## config.mk

```make
export PLATFORM = sky130hd
export DESIGN_NAME = pressure_autozero_offset_flat
export DESIGN_NICKNAME = d
export VERILOG_FILES = /design/src/design/paz_pkg.sv /design/src/design/paz_if.sv /design/src/design/paz_cfg.sv /design/src/design/paz_rdiv.sv /design/src/design/paz_corr.sv /design/src/design/pressure_autozero_offset.sv /design/src/flat_wrapper.sv
export SDC_FILE = /design/constraint.sdc
export NUM_CORES = 2
export LEC_CHECK = 0
export BUFFER_PORTS_ARGS = -buffer_cell sky130_fd_sc_hd__buf_2
export CAP_MARGIN = 10
export CORE_MARGIN = 1.5
export CORE_UTILIZATION = 60
export DETAILED_ROUTE_END_ITERATION = 10
export GPL_TIMING_DRIVEN = 0
export PLACE_DENSITY = 0.88
export SKIP_LAST_GASP = 1
export SYNTH_ARGS = -nofsm -noshare
export SYNTH_HDL_FRONTEND = slang
export SYNTH_SLANG_ARGS = --single-unit
```

## constraint.sdc

```tcl
create_clock -name i_clk -period 24.2 [get_ports i_clk]
set_clock_uncertainty 0.05 [all_clocks]
set_input_delay 1.21 -clock i_clk [delete_from_list [all_inputs] [get_ports i_clk]]
set_output_delay 1.21 -clock i_clk [all_outputs]
set_load 0.01 [all_outputs]
```

## src/design/paz_pkg.sv

```systemverilog
// package for the pressure autozero offset corrector
// widths, payload types, register codes, the magnitude function and the saturating add; no dependencies
`timescale 1ns / 1ps

package paz_pkg;

    localparam int unsigned SAMPLE_W      = 24;
    localparam int unsigned SUM_W         = 32;
    localparam int unsigned LIMIT_W       = 23;
    localparam int unsigned COUNT_W       = 7;
    localparam int unsigned AVG_COUNT_DEF = 100;

    typedef logic signed [SAMPLE_W-1:0] t_sample;
    typedef logic        [SAMPLE_W-1:0] t_mag;
    typedef logic signed [SUM_W-1:0]    t_sum;
    typedef logic        [LIMIT_W-1:0]  t_limit;
    typedef logic        [COUNT_W-1:0]  t_count;

    localparam t_limit LIMIT_RESET = 23'd12800;

    // configuration register indexes
    typedef enum logic [1:0] {
        REG_LOADED_A = 2'd0,
        REG_LOADED_B = 2'd1,
        REG_LOADED_C = 2'd2,
        REG_LIMIT    = 2'd3
    } t_reg_idx;

    typedef struct packed {
        t_sample loaded_a;
        t_sample loaded_b;
        t_sample loaded_c;
        t_limit  limit;
        logic    loaded_ok;
    } t_cfg;

    typedef struct packed {
        t_sample a;
        t_sample b;
        t_sample c;
    } t_triple;

    // one item as it travels down the pipeline
    typedef struct packed {
        t_triple smp;
        logic    last;
        logic    done;
        logic    store;
    } t_item;

    // load strobes for the divider stages
    typedef struct packed {
        logic x;
        logic q0;
        logic rem;
    } t_div_en;

    typedef struct packed {
        t_triple corrected;
        logic    done;
        logic    store;
        t_triple offset;
    } t_result;

    function automatic t_mag mag24(input t_sample v);
        t_mag m;
        m = v[SAMPLE_W-1] ? t_mag'(-v) : t_mag'(v);
        return m;
    endfunction

    function automatic t_sample sat_add(input t_sample s, input t_sample o);
        logic signed [SAMPLE_W:0] w;
        t_sample r;
        w = {s[SAMPLE_W-1], s} + {o[SAMPLE_W-1], o};
        if (w[SAMPLE_W] != w[SAMPLE_W-1]) begin
            r = w[SAMPLE_W] ? {1'b1, {(SAMPLE_W-1){1'b0}}} : {1'b0, {(SAMPLE_W-1){1'b1}}};
        end else begin
            r = w[SAMPLE_W-1:0];
        end
        return r;
    endfunction

endpackage

```

## src/design/paz_if.sv

```systemverilog
// handshake channels of the pressure autozero offset corrector
// depends on paz_pkg
`timescale 1ns / 1ps

interface paz_sample_if;
    import paz_pkg::*;
    logic    valid;
    logic    ready;
    t_sample sample_a;
    t_sample sample_b;
    t_sample sample_c;

    modport source (output valid, output sample_a, output sample_b, output sample_c,
                    input ready);
    modport sink   (input valid, input sample_a, input sample_b, input sample_c,
                    output ready);
endinterface

interface paz_result_if;
    import paz_pkg::*;
    logic    valid;
    logic    ready;
    t_sample corrected_a;
    t_sample corrected_b;
    t_sample corrected_c;
    logic    calibration_done;
    logic    store_request;
    t_sample new_offset_a;
    t_sample new_offset_b;
    t_sample new_offset_c;

    modport source (output valid, output corrected_a, output corrected_b, output corrected_c,
                    output calibration_done, output store_request, output new_offset_a,
                    output new_offset_b, output new_offset_c, input ready);
    modport sink   (input valid, input corrected_a, input corrected_b, input corrected_c,
                    input calibration_done, input store_request, input new_offset_a,
                    input new_offset_b, input new_offset_c, output ready);
endinterface

interface paz_cfg_if;
    import paz_pkg::*;
    logic                valid;
    logic                ready;
    t_reg_idx            index;
    logic [SAMPLE_W-1:0] data;

    modport source (output valid, output index, output data, input ready);
    modport sink   (input valid, input index, input data, output ready);
endinterface

```

## src/design/paz_cfg.sv

```systemverilog
// configuration registers and the loaded-offset range check
// depends on paz_pkg and paz_cfg_if
`timescale 1ns / 1ps

module paz_cfg (
    input  logic          i_clk,
    input  logic          i_rst_n,
    paz_cfg_if.sink       i_cfg,
    output paz_pkg::t_cfg o_cfg
);
    import paz_pkg::*;

    t_sample r_loaded_a, r_loaded_b, r_loaded_c;
    t_limit  r_limit;
    logic    r_loaded_ok;
    logic    n_loaded_ok;

    assign i_cfg.ready = 1'b1;

    always_ff @(posedge i_clk) begin
        if (!i_rst_n) begin
            r_loaded_a <= '0;
            r_loaded_b <= '0;
            r_loaded_c <= '0;
            r_limit    <= LIMIT_RESET;
        end else if (i_cfg.valid) begin
            case (i_cfg.index)
                REG_LOADED_A: r_loaded_a <= t_sample'(i_cfg.data);
                REG_LOADED_B: r_loaded_b <= t_sample'(i_cfg.data);
                REG_LOADED_C: r_loaded_c <= t_sample'(i_cfg.data);
                REG_LIMIT:    r_limit    <= i_cfg.data[LIMIT_W-1:0];
                default:      ;
            endcase
        end
    end

    // all three loaded offsets must be inside the limit
    always_comb begin
        n_loaded_ok = (mag24(r_loaded_a) <= {1'b0, r_limit}) &&
                      (mag24(r_loaded_b) <= {1'b0, r_limit}) &&
                      (mag24(r_loaded_c) <= {1'b0, r_limit});
    end

    always_ff @(posedge i_clk) begin
        if (!i_rst_n) begin
            r_loaded_ok <= 1'b1;
        end else begin
            r_loaded_ok <= n_loaded_ok;
        end
    end

    assign o_cfg = '{loaded_a: r_loaded_a, loaded_b: r_loaded_b, loaded_c: r_loaded_c,
                     limit: r_limit, loaded_ok: r_loaded_ok};

endmodule

```

## src/design/paz_rdiv.sv

```systemverilog
// rounded mean of one channel sum: reciprocal multiply with one correction step
// depends on paz_pkg
`timescale 1ns / 1ps

module paz_rdiv #(
    parameter int unsigned AVERAGE_COUNT = paz_pkg::AVG_COUNT_DEF
) (
    input  logic             i_clk,
    input  paz_pkg::t_div_en i_en,
    input  paz_pkg::t_sum    i_sum,
    input  paz_pkg::t_limit  i_limit,
    output paz_pkg::t_sample o_cand,
    output logic             o_within
);
    import paz_pkg::*;

    localparam logic [SUM_W:0]   RECIP = (SUM_W+1)'((65'd1 << SUM_W) / AVERAGE_COUNT);
    localparam logic [SUM_W-1:0] HALF  = SUM_W'(AVERAGE_COUNT / 2);
    localparam logic [SUM_W-1:0] DIVR  = SUM_W'(AVERAGE_COUNT);
    localparam logic [7:0]       DIV8  = 8'(AVERAGE_COUNT);

    logic [SUM_W-1:0] r_x, r_x2, r_q0, r_q1;
    logic             r_neg, r_neg2, r_neg3;
    logic [7:0]       r_rem;
    logic [SUM_W-1:0] n_x, qn, diff, q;
    logic [2*SUM_W:0] prod;

    // magnitude plus half the divisor
    always_comb begin
        n_x = (i_sum[SUM_W-1] ? SUM_W'(-i_sum) : SUM_W'(i_sum)) + HALF;
    end

    always_ff @(posedge i_clk) begin
        if (i_en.x) begin
            r_x   <= n_x;
            r_neg <= i_sum[SUM_W-1];
        end
    end

    // quotient estimate, at most one short
    assign prod = (2*SUM_W+1)'(r_x) * (2*SUM_W+1)'(RECIP);

    always_ff @(posedge i_clk) begin
        if (i_en.q0) begin
            r_q0   <= prod[2*SUM_W-1:SUM_W];
            r_x2   <= r_x;
            r_neg2 <= r_neg;
        end
    end

    assign qn   = r_q0 * DIVR;
    assign diff = r_x2 - qn;

    always_ff @(posedge i_clk) begin
        if (i_en.rem) begin
            r_rem  <= diff[7:0];
            r_q1   <= r_q0;
            r_neg3 <= r_neg2;
        end
    end

    always_comb begin
        q        = r_q1 + ((r_rem >= DIV8) ? SUM_W'(1) : SUM_W'(0));
        o_within = q <= SUM_W'(i_limit);
        o_cand   = r_neg3 ? t_sample'(q[SAMPLE_W-1:0]) : t_sample'(-q[SAMPLE_W-1:0]);
    end

endmodule

```

## src/design/paz_corr.sv

```systemverilog
// offset selection and saturating correction of the three channels
// depends on paz_pkg
`timescale 1ns / 1ps

module paz_corr (
    input  paz_pkg::t_triple i_smp,
    input  paz_pkg::t_triple i_learned,
    input  logic             i_learned_valid,
    input  paz_pkg::t_cfg    i_cfg,
    output paz_pkg::t_triple o_corrected,
    output paz_pkg::t_triple o_offset
);
    import paz_pkg::*;

    t_triple use_off;

    always_comb begin
        if (i_learned_valid) begin
            use_off = i_learned;
        end else if (i_cfg.loaded_ok) begin
            use_off = '{a: i_cfg.loaded_a, b: i_cfg.loaded_b, c: i_cfg.loaded_c};
        end else begin
            use_off = '0;
        end
        o_offset      = use_off;
        o_corrected.a = sat_add(i_smp.a, use_off.a);
        o_corrected.b = sat_add(i_smp.b, use_off.b);
        o_corrected.c = sat_add(i_smp.c, use_off.c);
    end

endmodule

```

## src/design/pressure_autozero_offset.sv

```systemverilog
// top level of the three-channel pressure autozero offset corrector
// depends on paz_pkg, paz_if, paz_cfg, paz_rdiv and paz_corr
`timescale 1ns / 1ps

// Three-channel pressure offset corrector with automatic zero calibration,
// pressures in 1/256 Pa two's complement. One sample item is taken per clock
// while the result output is not stalled, and every item yields one result
// item, in order. The rounded-mean divider, a reciprocal multiply followed by
// a multiply-back correction, is pipelined so the throughput stays one item
// per cycle with no stalls of its own. The first AVERAGE_COUNT items are
// summed per channel; the item that completes the sum gets candidate offsets
// of minus the rounded mean (ties away from zero), and they are adopted with
// store_request only when every magnitude is within offset_limit. Until then
// the loaded offsets are used if all are within the limit, zero otherwise.
// Output is sample plus offset, saturated to 24 bits.
// Configuration writes must be made while no item is in flight.
module pressure_autozero_offset #(
    parameter int unsigned AVERAGE_COUNT = paz_pkg::AVG_COUNT_DEF
) (
    input  logic         i_clk,
    input  logic         i_rst_n,
    paz_sample_if.sink   i_sample,
    paz_result_if.source o_result,
    paz_cfg_if.sink      i_cfg
);
    import paz_pkg::*;

    localparam t_count COUNT_N = COUNT_W'(AVERAGE_COUNT);

    // pipeline control: stage k holds one item when r_v[k] is set
    logic [6:1] r_v;
    logic [6:1] en;
    logic       en_out;
    logic       r_out_valid;
    t_item      r_item [1:6];
    t_result    r_out;

    // accumulation state
    t_sum   r_sum_a, r_sum_b, r_sum_c;
    t_count r_count;
    logic   r_acc;
    t_count count_inc;
    logic   hit_last;

    // learned offsets
    logic    r_learned_valid;
    t_triple r_learned;

    t_cfg    cfg;
    t_div_en div_en;
    t_sample cand_a, cand_b, cand_c;
    logic    within_a, within_b, within_c;
    logic    adopt;
    t_triple corrected, use_off;

    paz_cfg u_cfg (
        .i_clk   (i_clk),
        .i_rst_n (i_rst_n),
        .i_cfg   (i_cfg),
        .o_cfg   (cfg)
    );

    // handshake chain, each stage moves when the next one frees up
    always_comb begin
        en_out = r_v[6] && (!r_out_valid || o_result.ready);
        en[6]  = r_v[5] && (!r_v[6] || en_out);
        en[5]  = r_v[4] && (!r_v[5] || en[6]);
        en[4]  = r_v[3] && (!r_v[4] || en[5]);
        en[3]  = r_v[2] && (!r_v[3] || en[4]);
        en[2]  = r_v[1] && (!r_v[2] || en[3]);
        en[1]  = i_sample.valid && i_sample.ready;
    end

    assign i_sample.ready = !r_v[1] || en[2];

    always_ff @(posedge i_clk) begin
        if (!i_rst_n) begin
            r_v         <= '0;
            r_out_valid <= 1'b0;
        end else begin
            r_v[1]      <= en[1] || (r_v[1] && !en[2]);
            r_v[2]      <= en[2] || (r_v[2] && !en[3]);
            r_v[3]      <= en[3] || (r_v[3] && !en[4]);
            r_v[4]      <= en[4] || (r_v[4] && !en[5]);
            r_v[5]      <= en[5] || (r_v[5] && !en[6]);
            r_v[6]      <= en[6] || (r_v[6] && !en_out);
            r_out_valid <= en_out || (r_out_valid && !o_result.ready);
        end
    end

    // stage 1 -> 2: accumulate while calibrating
    assign count_inc = r_count + t_count'(1);
    assign hit_last  = r_acc && (count_inc == COUNT_N);

    always_ff @(posedge i_clk) begin
        if (!i_rst_n) begin
            r_sum_a <= '0;
            r_sum_b <= '0;
            r_sum_c <= '0;
            r_count <= '0;
            r_acc   <= 1'b1;
        end else if (en[2] && r_acc) begin
            r_sum_a <= r_sum_a + SUM_W'(r_item[1].smp.a);
            r_sum_b <= r_sum_b + SUM_W'(r_item[1].smp.b);
            r_sum_c <= r_sum_c + SUM_W'(r_item[1].smp.c);
            r_count <= count_inc;
            if (hit_last) begin
                r_acc <= 1'b0;
            end
        end
    end

    // stage 1 takes the raw sample, later stages shift the item along
    always_ff @(posedge i_clk) begin
        if (en[1]) begin
            r_item[1].smp   <= '{a: i_sample.sample_a, b: i_sample.sample_b,
                                 c: i_sample.sample_c};
            r_item[1].last  <= 1'b0;
            r_item[1].done  <= 1'b0;
            r_item[1].store <= 1'b0;
        end
        if (en[2]) begin
            r_item[2].smp   <= r_item[1].smp;
            r_item[2].last  <= hit_last;
            r_item[2].done  <= !r_acc || hit_last;
            r_item[2].store <= 1'b0;
        end
        if (en[3]) begin
            r_item[3] <= r_item[2];
        end
        if (en[4]) begin
            r_item[4] <= r_item[3];
        end
        if (en[5]) begin
            r_item[5] <= r_item[4];
        end
        if (en[6]) begin
            r_item[6].smp   <= r_item[5].smp;
            r_item[6].last  <= r_item[5].last;
            r_item[6].done  <= r_item[5].done;
            r_item[6].store <= adopt;
        end
    end

    // the sums stop changing after the last item, so the divider can read
    // them straight from the accumulators when that item sits in stage 2
    assign div_en = '{x: en[3], q0: en[4], rem: en[5]};

    paz_rdiv #(.AVERAGE_COUNT(AVERAGE_COUNT)) u_rdiv_a (
        .i_clk (i_clk), .i_en (div_en), .i_sum (r_sum_a), .i_limit (cfg.limit),
        .o_cand (cand_a), .o_within (within_a)
    );

    paz_rdiv #(.AVERAGE_COUNT(AVERAGE_COUNT)) u_rdiv_b (
        .i_clk (i_clk), .i_en (div_en), .i_sum (r_sum_b), .i_limit (cfg.limit),
        .o_cand (cand_b), .o_within (within_b)
    );

    paz_rdiv #(.AVERAGE_COUNT(AVERAGE_COUNT)) u_rdiv_c (
        .i_clk (i_clk), .i_en (div_en), .i_sum (r_sum_c), .i_limit (cfg.limit),
        .o_cand (cand_c), .o_within (within_c)
    );

    // stage 5 -> 6: adopt the candidates when all are inside the limit
    assign adopt = r_item[5].last && within_a && within_b && within_c;

    always_ff @(posedge i_clk) begin
        if (!i_rst_n) begin
            r_learned_valid <= 1'b0;
        end else if (en[6] && adopt) begin
            r_learned_valid <= 1'b1;
        end
    end

    always_ff @(posedge i_clk) begin
        if (en[6] && adopt) begin
            r_learned <= '{a: cand_a, b: cand_b, c: cand_c};
        end
    end

    // stage 6 -> result register: pick the offsets and correct
    paz_corr u_corr (
        .i_smp           (r_item[6].smp),
        .i_learned       (r_learned),
        .i_learned_valid (r_learned_valid),
        .i_cfg           (cfg),
        .o_corrected     (corrected),
        .o_offset        (use_off)
    );

    always_ff @(posedge i_clk) begin
        if (en_out) begin
            r_out.corrected <= corrected;
            r_out.done      <= r_item[6].done;
            r_out.store     <= r_item[6].store;
            r_out.offset    <= use_off;
        end
    end

    assign o_result.valid            = r_out_valid;
    assign o_result.corrected_a      = r_out.corrected.a;
    assign o_result.corrected_b      = r_out.corrected.b;
    assign o_result.corrected_c      = r_out.corrected.c;
    assign o_result.calibration_done = r_out.done;
    assign o_result.store_request    = r_out.store;
    assign o_result.new_offset_a     = r_out.offset.a;
    assign o_result.new_offset_b     = r_out.offset.b;
    assign o_result.new_offset_c     = r_out.offset.c;

    // a store request only ever comes with a finished calibration
    a_store_done: assert property (@(posedge i_clk) disable iff (!i_rst_n)
        r_out_valid && r_out.store |-> r_out.done)
        else $error("store request without calibration done");

    // the sample count never passes the averaging length
    a_count_range: assert property (@(posedge i_clk) disable iff (!i_rst_n)
        r_acc |-> (r_count < COUNT_N))
        else $error("sample count past averaging length");

    // calibration, once over, does not restart
    a_acc_sticky: assert property (@(posedge i_clk) disable iff (!i_rst_n)
        !r_acc |=> !r_acc)
        else $error("accumulation restarted");

    // learned offsets exist only after accumulation has ended
    a_learned_after: assert property (@(posedge i_clk) disable iff (!i_rst_n)
        r_learned_valid |-> !r_acc)
        else $error("learned offsets while accumulating");

    // sums freeze once calibration is over
    a_sums_hold: assert property (@(posedge i_clk) disable iff (!i_rst_n)
        !r_acc |=> $stable(r_sum_a) && $stable(r_sum_b) && $stable(r_sum_c))
        else $error("sums changed after calibration");

endmodule
```

## src/flat_wrapper.sv

```systemverilog
// flat-port wrapper written by rule: the top's interface ports become plain ports
module pressure_autozero_offset_flat import paz_pkg::*;
#(
    parameter int unsigned AVERAGE_COUNT = paz_pkg::AVG_COUNT_DEF
)
  (i_clk, i_rst_n, i_sample_valid, i_sample_sample_a, i_sample_sample_b, i_sample_sample_c, i_sample_ready, o_result_valid, o_result_corrected_a, o_result_corrected_b, o_result_corrected_c, o_result_calibration_done, o_result_store_request, o_result_new_offset_a, o_result_new_offset_b, o_result_new_offset_c, o_result_ready, i_cfg_valid, i_cfg_index, i_cfg_data, i_cfg_ready);
  paz_sample_if i_sample_i ();
  paz_result_if o_result_i ();
  paz_cfg_if i_cfg_i ();
  input  logic i_clk;
  input  logic i_rst_n;
  input wire logic [$bits(i_sample_i.valid)-1:0] i_sample_valid;
  input wire logic [$bits(i_sample_i.sample_a)-1:0] i_sample_sample_a;
  input wire logic [$bits(i_sample_i.sample_b)-1:0] i_sample_sample_b;
  input wire logic [$bits(i_sample_i.sample_c)-1:0] i_sample_sample_c;
  output wire logic [$bits(i_sample_i.ready)-1:0] i_sample_ready;
  output wire logic [$bits(o_result_i.valid)-1:0] o_result_valid;
  output wire logic [$bits(o_result_i.corrected_a)-1:0] o_result_corrected_a;
  output wire logic [$bits(o_result_i.corrected_b)-1:0] o_result_corrected_b;
  output wire logic [$bits(o_result_i.corrected_c)-1:0] o_result_corrected_c;
  output wire logic [$bits(o_result_i.calibration_done)-1:0] o_result_calibration_done;
  output wire logic [$bits(o_result_i.store_request)-1:0] o_result_store_request;
  output wire logic [$bits(o_result_i.new_offset_a)-1:0] o_result_new_offset_a;
  output wire logic [$bits(o_result_i.new_offset_b)-1:0] o_result_new_offset_b;
  output wire logic [$bits(o_result_i.new_offset_c)-1:0] o_result_new_offset_c;
  input wire logic [$bits(o_result_i.ready)-1:0] o_result_ready;
  input wire logic [$bits(i_cfg_i.valid)-1:0] i_cfg_valid;
  input wire logic [$bits(i_cfg_i.index)-1:0] i_cfg_index;
  input wire logic [$bits(i_cfg_i.data)-1:0] i_cfg_data;
  output wire logic [$bits(i_cfg_i.ready)-1:0] i_cfg_ready;
  assign i_sample_i.valid = i_sample_valid;
  assign i_sample_i.sample_a = i_sample_sample_a;
  assign i_sample_i.sample_b = i_sample_sample_b;
  assign i_sample_i.sample_c = i_sample_sample_c;
  assign i_sample_ready = i_sample_i.ready;
  assign o_result_valid = o_result_i.valid;
  assign o_result_corrected_a = o_result_i.corrected_a;
  assign o_result_corrected_b = o_result_i.corrected_b;
  assign o_result_corrected_c = o_result_i.corrected_c;
  assign o_result_calibration_done = o_result_i.calibration_done;
  assign o_result_store_request = o_result_i.store_request;
  assign o_result_new_offset_a = o_result_i.new_offset_a;
  assign o_result_new_offset_b = o_result_i.new_offset_b;
  assign o_result_new_offset_c = o_result_i.new_offset_c;
  assign o_result_i.ready = o_result_ready;
  assign i_cfg_i.valid = i_cfg_valid;
  assign i_cfg_i.index = i_cfg_index;
  assign i_cfg_i.data = i_cfg_data;
  assign i_cfg_ready = i_cfg_i.ready;
  pressure_autozero_offset #(.AVERAGE_COUNT(AVERAGE_COUNT)) u_core (.i_clk(i_clk), .i_rst_n(i_rst_n), .i_sample(i_sample_i), .o_result(o_result_i), .i_cfg(i_cfg_i));
endmodule
```

Word-level counts from Yosys, hierarchy flattened. Memories as Yosys holds them, arrays and structs flattened. Cells that the tools add are included.

Flip-flop bits (word level): 735. Memory bits (writable): 450. Output and inout bits: 149. Logic and storage cells: 186. Memories kept: 1.

$add $sub $neg: 25. Multiply operators: 6. Order comparisons: 9. Equal/unequal tests: 7. Multiplexer cells: 32. Reductions and logical operators: 58.

Memory list: u_core.r_item (words 6, width 75, read ports 6, clocked after Yosys merged registers in 0, write ports 6, RTL line pressure_autozero_offset.sv:35) `t_item r_item [1:6];`.

Operators by type and width (number): two-way mux 24 bit (12); multiplier 32 x 23 -> 55 bit (second input constant) (3); two-way mux 72 bit (2); negator 24 bit (6); adder 32 x 24 -> 32 bit (3); adder 32 x 6 -> 32 bit (second input constant) (3); two-way mux 32 bit (3); negator 32 bit (3); adder 26 x 1 -> 27 bit (3); <= comparator 27 x 23 -> 1 bit (3); multiplier 26 x 5 -> 6 bit (second input constant) (3); adder 24 x 24 -> 25 bit (3); <= comparator 24 x 23 -> 1 bit (3); >= comparator 8 x 7 -> 1 bit (second input constant) (3); subtractor 8 bit (3); logical AND 1 bit (22); logical NOT 1 bit (15); logical OR 1 bit (15); two-way mux 1 bit (15); AND reduction 2 bit (5); adder 7 x 1 -> 7 bit (second input constant) (1); == test 7 bit (second input constant) (1); == test 2 bit (second input constant) (2); inequality test 1 bit (3); other kinds (2) (2).

Logic depth before layout (Yosys ltp).
Depth in word-level cells: 17. Gate-level depth with buffers: 25. Depth with buffers taken out: 24.

By module. From an unflattened synthesis, not the netlist that was laid out.

Cells, all modules: 9355. Area, all modules: 99512.9 µm².

Modules (own cells, without submodules): pressure_autozero_offset (times used 1, cells an instance 1806, area an instance 28586.2 µm², seq. area each 22061.2 µm²); paz_rdiv (u_core.u_rdiv_c) (times used 1, cells an instance 1979, area an instance 19716.4 µm², seq. area each 2972.9 µm²); paz_rdiv (u_core.u_rdiv_b) (times used 1, cells an instance 1994, area an instance 19683.9 µm², seq. area each 2972.9 µm²); paz_rdiv (u_core.u_rdiv_a) (times used 1, cells an instance 1924, area an instance 19278.5 µm², seq. area each 2972.9 µm²); paz_cfg (times used 1, cells an instance 816, area an instance 6422.4 µm², seq. area each 1921.8 µm²); paz_corr (times used 1, cells an instance 836, area an instance 5825.6 µm², seq. area each 0.0 µm²).

Least setup slack after synthesis. OpenSTA, ideal clock, no wires.

Path kind: flip-flop to flip-flop. Start: register u_core.u_rdiv_c.r_rem[4]. End: register u_core.r_learned[0] (netlist name) (enable). Library setup time: 891 ps. Data arrival time: 14779 ps. Required time: 23259 ps. Slack: 8481 ps. Stages on the path, launching flop included: 20. Buffers on the path: 0. Clock period less this slack: 15719 ps. Cells stage by stage: edfxtp_1 -> o311ai_0 -> nand2b_1 -> ha_1 -> ha_1 -> nand3_1 -> nor2_1 -> nand2_1 -> xor2_1 -> inv_1 -> ha_1 -> a21o_1 -> a21o_1 -> a21oi_1 -> o21a_1 -> nor2_1 -> a2111oi_0 -> and3b_1 -> o32ai_1 -> a2111oi_0.

Cells in the longest elaborated chain, start to end: 6.

RTL lines: start, declared (RTL line paz_rdiv.sv:24) `logic [7:0] r_rem;`; start signal, assigned (RTL line paz_rdiv.sv:56) `r_rem <= diff[7:0];`; >= comparator 8 x 7 -> 1 bit (RTL line paz_rdiv.sv:63) `q = r_q1 + ((r_rem >= DIV8) ? SUM_W'(1) : SUM_W'(0));`; two-way mux 1 bit (RTL line paz_rdiv.sv:63); adder 26 x 1 -> 27 bit (RTL line paz_rdiv.sv:63); <= comparator 27 x 23 -> 1 bit (RTL line paz_rdiv.sv:64) `o_within = q <= SUM_W'(i_limit);`; logical AND 1 bit (RTL line pressure_autozero_offset.sv:165) `assign adopt = r_item[5].last && within_a && within_b && within_c;`; logical AND 1 bit (RTL line pressure_autozero_offset.sv:176) `if (en[6] && adopt) begin`; end signal, assigned (RTL line pressure_autozero_offset.sv:177) `r_learned <= '{a: cand_a, b: cand_b, c: cand_c};`; end, declared (RTL line pressure_autozero_offset.sv:47) `t_triple r_learned;`.

No other way between the ends. A chain may end at the register's enable or synchronous reset.

Worst setup path after layout.
Start: register u_core.u_rdiv_c.r_x[11]. End: register u_core.u_rdiv_c.r_q0[22] (data pin).

Cells in the longest elaborated chain, start to end: 1.

RTL lines: start, declared (RTL line paz_rdiv.sv:22) `logic [SUM_W-1:0] r_x, r_x2, r_q0, r_q1;`; start signal, assigned (RTL line paz_rdiv.sv:35) `r_x <= n_x;`; multiplier 32 x 23 -> 55 bit (RTL line paz_rdiv.sv:41) `assign prod = (2*SUM_W+1)'(r_x) * (2*SUM_W+1)'(RECIP);`; net u_core.u_rdiv_c.prod[54] (RTL line paz_rdiv.sv:26) `logic [2*SUM_W:0] prod;`; end signal, assigned (RTL line paz_rdiv.sv:45) `r_q0 <= prod[2*SUM_W-1:SUM_W];`; end, declared (RTL line paz_rdiv.sv:22).

The timed path passes the listed nets, and every way through them passes these cells.

==> metrics.md <==
| Metric | Value |
|---|---|
| Status | finished with violations |
| Failing checks | capacitance limit, slew limit |
| Layout cells sized above 1 | 5.961% |
| Final Critical Period | 8820 ps |
| Clock latency on the worst-skew pair | 790 ps |
| CP Data Required Time | 24680 ps |
| Htree depth | 3 |
| Die width | 402.8 um |
| Startpoint Class | flop |
| Routed vias/inst | 6.046 |
| Most frequent cells in the layout | inv_1, ha_1, edfxtp_1 |
| Largest net degree at the start of global routing | 51 |
| Post-synth EDFFs | 957 |
| Synth Cell Area | 95890 um^2 |
| Clock Power Share | a little over an eighth |
| Internal power | 7.702 mW |
| Routability cong. | 0.9899 |
| CP arrival | 9300 ps |
| Synthesized Nets | 11170 |
| Clock buffer depth | 3 |
| Lkg Pwr | ~47 nW |
| # IOs | around 250 |
| Netlist cell types | 95 |
| Congestion Overflow GR | 0 |
| Placed Instance Area | 100500 um^2 |
| Yosys reg bits | roughly 1200 |
| Starting DRC count in detailed routing | 7559 |
| Area occupied by multi-input gates | around 56000 um^2 |
| Critical R2R Capture | u_core.u_rdiv_c.r_q0[22] |
| Post-layout util | 66.10% |
| Routed WL | 272.5 mm |
| Storage element area | between 30000 and 40000 um^2 |
| Gr usage total | 33.42% |
| MaxCap Viol Count | 1 |
| Rel. slew slack | -0.7863% |
| Element type at the critical path end | flop |
| Slew @ Worst Pin | 1496 ps |
| Rows | 146 |
| Slew Limit Fails | 1 |
| Fill cells | 11610 |
| Reg2reg setup slack | 15380 ps |
| Post-DR wirelength/cell | roughly 24 um |
| Clk sinks | 1165 |
| RR Startpoint | u_core.u_rdiv_c.r_x[11] |
| # nets final | roughly 12000 |
| Worst-path clk slew | 70 ps |
| Design Area, Final | 104800 um^2 |
| Register area share after synthesis | between 30 and 40% |
| Initial antenna violation count | 25 |
| Setup crit end | u_core.u_rdiv_c.r_q0[22] |
| Die Footprint | 162200 um^2 |
| Hold crit path type | flop to flop |
| Syn avg cell area | around 11 um^2 |
| Core area | 158600 um^2 |
| CTS resizes | 0 |
| Max rail drop VDD | approximately 220 uV |
| Height of the chip | 402.8 um |
| DRC | 0 |
| First-pass GRT wire length | 410.7 mm |
| Setup CP Type | flop to flop |
| CP Max Fanout | 10 |
| TritonCTS clock tree | built |
| Initial core utilization | 60.48% |
| Post-synth ARST share | 0% |
| Synth warn | 0 |
| Critical Path Source | u_core.u_rdiv_c.r_x[11] |
| Number of global-route vias before repair | 71020 |
| Syn Inst Count | 8916 |
| Port bufs | 248 |
| Hold-fix buffers, CTS | 0 |
| Seq pwr share | 19.5% |
| Non-filler instance count after layout | 11530 |
| Tcrit/Tclk final | 36.45% |
| P_sw | around 6.7 mW |
| Combinational share of power | 66.9% |
| Pwr Density | 137.2 nW/um^2 |
| Dpl cells | between 10000 and 15000 |
| Setup TNS | 0 ps |
| Sw frac | 46.45% |
| Postcts setup bufs | 0 |
| Commonest non-fill, non-tap cell in the layout | inv_1 |
| Number of iterations in the first detailed-routing pass | 10 |
| Root Buffer | clkbuf_16 |
| Num CTS Buffers | 120 |
| Dpl hpwl | 214.4 mm |
| RSZ-0062 raised after global routing | no |
| FMAX | 0.1134 GHz |
| Synth Flop Type | edfxtp_1 |
| Antenna viol nets, final | 0 |
| Vias | 69710 |
| # setup viols final | 0 |
| Reg2Reg Depth | 22 |
| Area growth from synthesis to final layout | 9.297% |
| Hold Fails Final Rpt | 0 |
-- cell families after synthesis --
logic type | share of synthesized area, %
other | 0.003911
buffers and inverters | 7.077
multiplexers | 0.2140
flip-flops | 34.31
AO/OA/AOI/OAI | 9.212
adder cells (fa/ha/maj) | 34.91
XOR/XNOR | 5.626
AND/OR/NAND/NOR | 8.646
-- Yosys cell counts, drive strengths merged (78+ instances only) --
cell type	n	area, um^2
a21oi	461	2307
nor2	263	987.2
inv	1605	6025
nand4	78	488.0
nand2	713	2676
a21o	207	1554
xnor2	384	3363
clkbuf	172	645.6
o21ai	295	1476
xor2	232	2032
nand3	136	680.7
edfxtp	957	28740
fa	828	16580
ha	1325	16580
nor3	97	501.7
dfxtp	208	4164
-- critical path, stage by stage (launching register included) --
cell and delay [ps]:
edfxtp_1 730, ha_1 500, inv_1 80, fa_1 530, inv_1 60, fa_1 520, fa_1 440, fa_1 540
fa_1 560, inv_1 60, fa_1 580, inv_1 70, ha_1 330, nand3_1 90, nor2_1 320, nand4_1 140
o32ai_1 670, o2111ai_1 440, o21ai_0 500, a21boi_0 360, o311ai_0 610, a21oi_1 180, xnor2_1 180
-- worst min path at each step --
stage	startpoint	end	slack [ps]	depth (start not counted)
global route	u_core.r_item[0][169]	u_core.r_item[0][244]	330	0
floorplan	u_core.r_item[0][451]	u_core.o_result.calibration_done	350	0
finish	u_core.r_item[0][169]	u_core.r_item[0][244]	330	0
global placement	u_core.r_item[0][288]	u_core.r_item[0][363]	350	0
detailed placement	u_core.r_item[0][152]	u_core.r_item[0][227]	350	0
CTS	u_core.r_item[0][169]	u_core.r_item[0][244]	330	0
-- power by group through the flow --
stage                     clock [mW]  sequential (mW)  combinational, mW
after floorplan                    0             2.77               6.84
after global placement             0             2.85               8.92
after detailed placement           0             2.84               9.33
after CTS                       1.97             2.80               9.47
after global routing            2.04             2.80               10.7
final                           1.96             2.80               9.62
-- state kept, by name (all words and copies together) (netlist names), 32 cells and up --
name                 flops
u_core.r_sum_a          32
u_core.r_sum_c          32
u_core.u_rdiv_c.r_x     32
u_core.r_item          442
u_core.r_sum_b          32
u_core.u_rdiv_b.r_x     32
u_core.r_learned        72
u_core.u_rdiv_a.r_x     32
-- routing by layer --
metal  GRT usage [%]  vias up  part of all wire (%)
li1                -    31150                     -
met1           43.68    34090                    39
met2           52.82     3610                    45
met3           7.800      845                    11
met4           15.81       16                   5.3
met5               0        -                 0.036
-- cell type report --
type,instances,share of cell area (%)
Antenna cell,12,0.02865
Buffer,195,0.7258
Clock buffer,135,2.958
Clock inverter,95,1.034
Inverter,1606,5.757
Multi-Input combinational cell,5950,53.67
Sequential cell,1165,31.39
Tap cell,2072,2.474
Timing Repair Buffer,299,1.955
-- through the flow --
| step | worst slack (ps) | hold WS, ps | power [mW] |
|---|---|---|---|
| detailed placement | 15560 | 354.5 | 12.16 |
| floorplan | 8481 | 350.3 | 9.606 |
| global route | 15120 | 334.6 | 15.52 |
| global placement | 1989 | 351.0 | 11.76 |
| CTS | 15530 | 326.8 | 14.24 |
| finish | 15380 | 332.8 | 14.38 |
Power figures use the tool's default switching activity.
